<file path="src/flash_ring_slot_manager_defines.svh">
// ----------------------------------------------------------------------------
// Slot manager assertion macros
// Shared property wrappers for the ring slot manager checks.
// ----------------------------------------------------------------------------
`ifndef FLASH_RING_SLOT_MANAGER_DEFINES_SVH
`define FLASH_RING_SLOT_MANAGER_DEFINES_SVH

// Same-cycle implication, disabled during reset.
`define FRSM_ASSERT_SAME(lbl, ante, cons, msg) \
	lbl: assert property (@(posedge clk) disable iff (!arst_n) (ante) |-> (cons)) \
		else $error(msg);

// Next-cycle implication, disabled during reset.
`define FRSM_ASSERT_NEXT(lbl, ante, cons, msg) \
	lbl: assert property (@(posedge clk) disable iff (!arst_n) (ante) |=> (cons)) \
		else $error(msg);

`endif

</file>
<file path="src/frsm_pkg.sv">
// ----------------------------------------------------------------------------
// Slot manager package
// Constants, codes and controller/datapath interface types.
// ----------------------------------------------------------------------------
`default_nettype none
package frsm_pkg;

	localparam int SLOTS_PER_SECTOR = 256;
	localparam int MAX_SECTORS      = 64;
	localparam int RECORD_MAX       = 8;
	localparam int ALL_SLOTS        = SLOTS_PER_SECTOR * MAX_SECTORS;
	localparam int SPS_W            = $clog2(SLOTS_PER_SECTOR);
	localparam int SLOT_W           = $clog2(ALL_SLOTS);
	localparam int CNT_W            = SLOT_W + 1;
	localparam int PEND_CAP         = 32767;

	typedef enum logic [1:0] {
		MK_FREE    = 2'd0,
		MK_PENDING = 2'd1,
		MK_SENT    = 2'd2
	} mark_t;

	typedef enum logic [1:0] {
		FN_APPEND = 2'd0,
		FN_MARK   = 2'd1,
		FN_BATCH  = 2'd2,
		FN_CLEAR  = 2'd3
	} func_t;

	typedef enum logic {
		REG_ENABLE  = 1'b0,
		REG_SECTORS = 1'b1
	} reg_idx_t;

	typedef enum logic [4:0] {
		C_NOP, C_PTR0, C_SWEEP, C_WIPE, C_LOAD, C_FAIL, C_SCAN, C_ERASE_INIT,
		C_ERASE, C_DROP, C_APPEND, C_RETIRE, C_WINIT, C_WSTEP, C_WEND, C_BADV,
		C_BMOD, C_FINISH
	} op_t;

	typedef enum logic [4:0] {
		S_SWEEP_INIT, S_SWEEP, S_WIPE, S_IDLE, S_DISPATCH, S_SCAN_RD, S_SCAN_CHK,
		S_SCAN_END, S_ERASE_INIT, S_ERASE, S_DROP, S_APPEND, S_M_RD, S_M_CHK,
		S_W_INIT, S_W_RD, S_W_CHK, S_B_TEST, S_B_CHK, S_B_ADV, S_B_MOD, S_DONE
	} state_t;

	typedef struct packed {
		op_t  op;
		logic rd_walk;
	} cmd_t;

	typedef struct packed {
		func_t func;
		logic  rej;
		logic  at_bound;
		logic  slot_ok;
		logic  scan_last;
		logic  need_erase;
		logic  sweep_last;
		logic  pend_hit;
		logic  rh_hit;
		logic  wseen_full;
		logic  b_stop;
		logic  b_pending;
		logic  ptr_high;
		logic  ofree;
	} stat_t;

endpackage
`default_nettype wire

</file>
<file path="src/frsm_ctrl.sv">
// ----------------------------------------------------------------------------
// Slot manager controller
// Sequences sweeps, scans, erases, walks and batches over the datapath.
// ----------------------------------------------------------------------------
`default_nettype none
module frsm_ctrl (
	input  wire logic             clk,
	input  wire logic             arst_n,
	input  wire logic             in_valid,
	output logic                  in_ready,
	input  wire frsm_pkg::stat_t  st,
	output frsm_pkg::cmd_t        cmd
);

	frsm_pkg::state_t state_q, state_d;
	logic boot_q, boot_d;

	always_ff @(posedge clk or negedge arst_n) begin
		if (!arst_n) begin
			state_q <= frsm_pkg::S_SWEEP_INIT;
			boot_q  <= 1'b1;
		end else begin
			state_q <= state_d;
			boot_q  <= boot_d;
		end
	end

	always_comb begin
		state_d     = state_q;
		boot_d      = boot_q;
		cmd.op      = frsm_pkg::C_NOP;
		cmd.rd_walk = 1'b0;
		in_ready    = 1'b0;
		unique case (state_q)
			frsm_pkg::S_SWEEP_INIT: begin
				cmd.op  = frsm_pkg::C_PTR0;
				state_d = frsm_pkg::S_SWEEP;
			end
			frsm_pkg::S_SWEEP: begin
				cmd.op = frsm_pkg::C_SWEEP;
				if (st.sweep_last) begin
					boot_d  = 1'b0;
					state_d = boot_q ? frsm_pkg::S_IDLE : frsm_pkg::S_WIPE;
				end
			end
			frsm_pkg::S_WIPE: begin
				cmd.op  = frsm_pkg::C_WIPE;
				state_d = frsm_pkg::S_DONE;
			end
			frsm_pkg::S_IDLE: begin
				in_ready = 1'b1;
				if (in_valid) begin
					cmd.op  = frsm_pkg::C_LOAD;
					state_d = frsm_pkg::S_DISPATCH;
				end
			end
			frsm_pkg::S_DISPATCH: begin
				unique case (st.func)
					frsm_pkg::FN_APPEND: begin
						if (st.rej) begin
							cmd.op  = frsm_pkg::C_FAIL;
							state_d = frsm_pkg::S_DONE;
						end else begin
							state_d = st.at_bound ? frsm_pkg::S_SCAN_RD : frsm_pkg::S_APPEND;
						end
					end
					frsm_pkg::FN_MARK: begin
						if (st.slot_ok) begin
							state_d = frsm_pkg::S_M_RD;
						end else begin
							cmd.op  = frsm_pkg::C_FAIL;
							state_d = frsm_pkg::S_DONE;
						end
					end
					frsm_pkg::FN_BATCH: state_d = frsm_pkg::S_B_TEST;
					default:            state_d = frsm_pkg::S_SWEEP_INIT;
				endcase
			end
			frsm_pkg::S_SCAN_RD: state_d = frsm_pkg::S_SCAN_CHK;
			frsm_pkg::S_SCAN_CHK: begin
				cmd.op  = frsm_pkg::C_SCAN;
				state_d = st.scan_last ? frsm_pkg::S_SCAN_END : frsm_pkg::S_SCAN_RD;
			end
			frsm_pkg::S_SCAN_END: begin
				state_d = st.need_erase ? frsm_pkg::S_ERASE_INIT : frsm_pkg::S_APPEND;
			end
			frsm_pkg::S_ERASE_INIT: begin
				cmd.op  = frsm_pkg::C_ERASE_INIT;
				state_d = frsm_pkg::S_ERASE;
			end
			frsm_pkg::S_ERASE: begin
				cmd.op = frsm_pkg::C_ERASE;
				if (st.scan_last) begin
					state_d = frsm_pkg::S_DROP;
				end
			end
			frsm_pkg::S_DROP: begin
				cmd.op  = frsm_pkg::C_DROP;
				state_d = frsm_pkg::S_APPEND;
			end
			frsm_pkg::S_APPEND: begin
				cmd.op  = frsm_pkg::C_APPEND;
				state_d = frsm_pkg::S_DONE;
			end
			frsm_pkg::S_M_RD: state_d = frsm_pkg::S_M_CHK;
			frsm_pkg::S_M_CHK: begin
				if (st.pend_hit) begin
					cmd.op  = frsm_pkg::C_RETIRE;
					state_d = st.rh_hit ? frsm_pkg::S_W_INIT : frsm_pkg::S_DONE;
				end else begin
					cmd.op  = frsm_pkg::C_FAIL;
					state_d = frsm_pkg::S_DONE;
				end
			end
			frsm_pkg::S_W_INIT: begin
				cmd.op  = frsm_pkg::C_WINIT;
				state_d = frsm_pkg::S_W_RD;
			end
			frsm_pkg::S_W_RD: begin
				cmd.rd_walk = 1'b1;
				if (st.wseen_full) begin
					cmd.op  = frsm_pkg::C_WEND;
					state_d = (st.func == frsm_pkg::FN_MARK) ? frsm_pkg::S_DONE
						: frsm_pkg::S_B_ADV;
				end else begin
					state_d = frsm_pkg::S_W_CHK;
				end
			end
			frsm_pkg::S_W_CHK: begin
				cmd.op = frsm_pkg::C_WSTEP;
				if (st.pend_hit) begin
					state_d = (st.func == frsm_pkg::FN_MARK) ? frsm_pkg::S_DONE
						: frsm_pkg::S_B_ADV;
				end else begin
					state_d = frsm_pkg::S_W_RD;
				end
			end
			frsm_pkg::S_B_TEST: begin
				state_d = st.b_stop ? frsm_pkg::S_DONE : frsm_pkg::S_B_CHK;
			end
			frsm_pkg::S_B_CHK: begin
				if (st.b_pending) begin
					cmd.op  = frsm_pkg::C_RETIRE;
					state_d = st.rh_hit ? frsm_pkg::S_W_INIT : frsm_pkg::S_B_ADV;
				end else begin
					state_d = frsm_pkg::S_B_ADV;
				end
			end
			frsm_pkg::S_B_ADV: begin
				cmd.op  = frsm_pkg::C_BADV;
				state_d = frsm_pkg::S_B_MOD;
			end
			frsm_pkg::S_B_MOD: begin
				if (st.ptr_high) begin
					cmd.op = frsm_pkg::C_BMOD;
				end else begin
					state_d = frsm_pkg::S_B_TEST;
				end
			end
			frsm_pkg::S_DONE: begin
				if (st.ofree) begin
					cmd.op  = frsm_pkg::C_FINISH;
					state_d = frsm_pkg::S_IDLE;
				end
			end
			default: state_d = frsm_pkg::S_SWEEP_INIT;
		endcase
	end

endmodule
`default_nettype wire

</file>
<file path="config.mk">
export PLATFORM = sky130hd
export DESIGN_NAME = frsm_ctrl
export DESIGN_NICKNAME = d
export VERILOG_FILES = /design/src/flash_ring_slot_manager_defines.svh /design/src/frsm_pkg.sv /design/src/frsm_ctrl.sv
export SDC_FILE = /design/constraint.sdc
export NUM_CORES = 1
export LEC_CHECK = 0
export ABC_AREA = 1
export BUFFER_PORTS_ARGS = -buffer_cell sky130_fd_sc_hd__clkbuf_2
export CAP_MARGIN = 10
export CORE_ASPECT_RATIO = 0.8
export CORE_MARGIN = 2
export CORE_UTILIZATION = 57
export CTS_CLUSTER_SIZE = 12
export DETAILED_ROUTE_END_ITERATION = 8
export PLACE_DENSITY = 0.88
export SLEW_MARGIN = 20
export SYNTH_ARGS = -nofsm -noshare
export SYNTH_HDL_FRONTEND = slang
export SYNTH_SLANG_ARGS = --single-unit
</file>
<file path="constraint.sdc">
create_clock -name clk -period 2.25 [get_ports clk]
set_clock_uncertainty 0.05 [all_clocks]
set_input_delay 0.1125 -clock clk [delete_from_list [all_inputs] [get_ports clk]]
set_output_delay 0.1125 -clock clk [all_outputs]
set_load 0.03 [all_outputs]
</file>
==> metrics.md <==
| Metric | Value |
|---|---|
| Fin. Hold Viols | 0 |
| Sw Pwr | 0.9002 mW |
| Largest cells by area after synthesis | nand2_1, dfrtp_1, nand3_1 |
| Number of antenna violations at the first check in global routing | 0 |
| Gp weighted congestion | 1.041 |
| Synth cell count leaders | nand2_1, nor2_1, inv_1 |
| Worst-Skew Late Latency | 270 ps |
| Core ar. | 1643 µm² |
| Clk sinks | 6 |
| Area of the multi-input gates | 729.5 µm² |
| Drt drc | 0 |
| Post-synth EDFFs | 0 |
| Antenna diodes | 0 |
| Post-CTS Setup Bufs | 0 |
| CP Cell Sequence | inv_1 -> nand2_2 -> nor2_1 -> a22oi_1 -> nand4_1 -> clkbuf_2 |
| Drt via density | 5.842 |
| Hold_ws | 34.85 ps |
| Crit path launch type | flip-flop |
| Ys async rst share | 100.0% |
| Switching Fraction | 62.20% |
| Filler instances | 167 |
| Synth Register Bits | 6 |
| Ys flop type | dfrtp_1 |
| Syn nets | 209 |
| # IOs | 25 |
| WP data arrival | 1960 ps |
| Outcome | finished clean |
| Worst Hold Depth | 4 |
| Via Count | 1408 |
| Post-DRT Antenna Nets | 0 |
| Die Footprint | 2107 µm² |
| CP Max Fanout | 7 |
| Leak | 0.7296 nW |
| DIE WIDTH | 50.82 µm |
| H-tree Lvls | 1 |
| Setup TNS | 0 ps |
| Area Growth Syn to Fin | 17.90% |
| Beginning of the worst register-to-register path | state_q[2] |
| Overflow left after global routing | 0 |
| Fin area | 1179 µm² |
| DR iter-0 viols | 74 |
| First-pass GRT wire length | 5.582 mm |
| Number of cells on the worst reg-to-reg path | 9 |
| Synthesized area per cell | 5.234 µm² |
| Post-synth top area cell | nand2_1 |
| Final setup viols | 0 |
| Design internal power | 0.5471 mW |
| Logic pwr share | 74.2% |
| Nets | 238 |
| Synth Cell Area | 999.7 µm² |
| Placed Area | 1139 µm² |
| Worst min-delay path class | in -> reg |
| I/O Buffers | 24 |
| CTS tree | yes |
| Synthesized instance count | 191 |
| DR WL/cell | 13.82 µm |
| Initial core utilization | 60.85% |
| Netlist cell types | 24 |
| Peak VDD IR | 0.001167 V |
| Post-synthesis sequential area ratio | 15.14% |
| FMAX | 471.1 MHz |
| Largest net degree at the start of global routing | 18 |
| Clock Tree Buf Depth | 2 |
| Layout cell share with drive strength beyond 1 | 20.09% |
| Final HPWL DP | 2.695 mm |
| Pre-antenna DRT Iters | 4 |
| Reg-to-reg setup timing slack | 450 ps |
| Largest stage delay, worst path | 480 ps |
| Total clock buffers created by CTS | 3 |
| Die Height | 41.46 µm |
| Worst Path Required | 2090 ps |
| Worst path slowest cell | dfrtp_1 |
| Number of global-route vias before repair | 1229 |
| Crit path capture type | primary output |
| Hold Path Origin | st[7] |
| Cell family with most CP delay | simple AND/OR/NAND/NOR gates |
| Yosys Warn Count | 0 |
| FF-to-FF End | state_q[2] |
| Most common cell in the netlist | nand2_1 |
| Root buffer cell | clkbuf_4 |
| Setup CP Type | reg -> out |
| Buffer and inverter count on the worst path | 2 |
| Clock share of power | 8.1% |
| Post-synth top area share | 23.65% |
| Final wirelength | 3.331 mm |
| Flop pwr share | 17.7% |
| Unrepaired setup endpoints after global routing | false |
| Register area | 152.6 µm² |
| Hold path endpoint | boot_q |
| Final Critical Period | 2123 ps |
| Tot GR Track Use | 35.32% |
| Row cnt | 13 |
| Slew Limit Fails | 0 |
| Slew HR | 71.88% |
| Pwr Density | 1228 nW/µm² |
| Clock transition at path regs | 60 ps |
| Max-cap violations | 0 |
| Worst Tran Pin Value | 421.8 ps |
| Final period util | 94.33% |
[flip-flops by register name, summed over array words and instances (netlist names)]
name and count:
boot_q 1, state_q 5
[worst reg2reg max path, stage by stage (launching register included)]
cell     delay (ps)
dfrtp_1         480
inv_1           190
nand2_2         140
nor2_1          310
nand3_1         170
nand3_1         120
nor2_1           50
nand2_1          70
nand2_1          80
nand2_1          80
[area by class of cell]
cell class,count,area share [%]
inverter,28,8.917
tap,22,2.335
sequential,6,12.95
timing repair buffer,26,11.68
multi-input combinational,155,61.89
clock buffer,4,2.229
[metrics by stage]
stage          setup WS [ps]  std cells  utilization, %  total power, mW
6_report               127.5        241           71.74            1.447
5_1_grt                41.07        241           71.74            1.579
4_1_cts                115.6        241           71.52            1.404
3_5_place_dp           394.9        236           69.31            1.282
3_3_place_gp           424.4        236           69.31            1.264
2_1_floorplan          716.7        191               -            1.013
[cells in the final DEF, fill, tap and decap left out, drive strengths merged]
master,n
nand4,7
nor2,35
and2,1
o211ai,1
dfstp,1
nor3,3
o21ai,5
buf,1
o2111ai,1
nand3b,2
inv,28
dfrtp,5
dlygate4sd3,1
nand2,64
and3,1
a21oi,8
clkbuf,28
nand3,26
a22oi,1
[what timing repair did]
| action | CTS | global route |
|---|---|---|
| hold endpoints to repair | 6 | 0 |
| setup endpoints to repair | 0 | 4 |
| hold buffers | 1 | 0 |
| resized for setup | 0 | 2 |
[cell families (layout without fill, tap and decap cells)]
kind of cell	count (synthesis)	count (layout)	synth area share (%)
buf+inv	30	58	12.14
compound gates	16	16	8.887
flops	6	6	15.14
simple gates	139	139	63.83
[routing by layer]
metal  up-vias  global-route usage, %  wire length [µm]
met5         -                      0                 0
met2       113                  52.37              1449
li1        676                      -                 -
met1       607                  49.89              1381
met4         0                  13.51               102
met3        12                  7.554               398
[power groups by stage]
stage	clock [mW]	sequential, mW	combinational (mW)
2_1_floorplan	0	0.197	0.816
3_3_place_gp	0	0.246	1.02
3_5_place_dp	0	0.248	1.03
4_1_cts	0.114	0.246	1.04
5_1_grt	0.126	0.262	1.19
6_report	0.117	0.256	1.07
[how the worst max path moves through the flow]
stage	start	endpoint	slack [ps]	cells after the start
6_report	state_q[2]	cmd[4]	130	6
5_1_grt	state_q[0]	cmd[3]	40	8
4_1_cts	state_q[4]	cmd[4]	120	5
3_5_place_dp	state_q[4]	cmd[4]	390	5
3_3_place_gp	state_q[4]	cmd[4]	420	5
2_1_floorplan	state_q[1]	cmd[3]	720	5
Note: power is estimated with default switching activity, not from simulation.
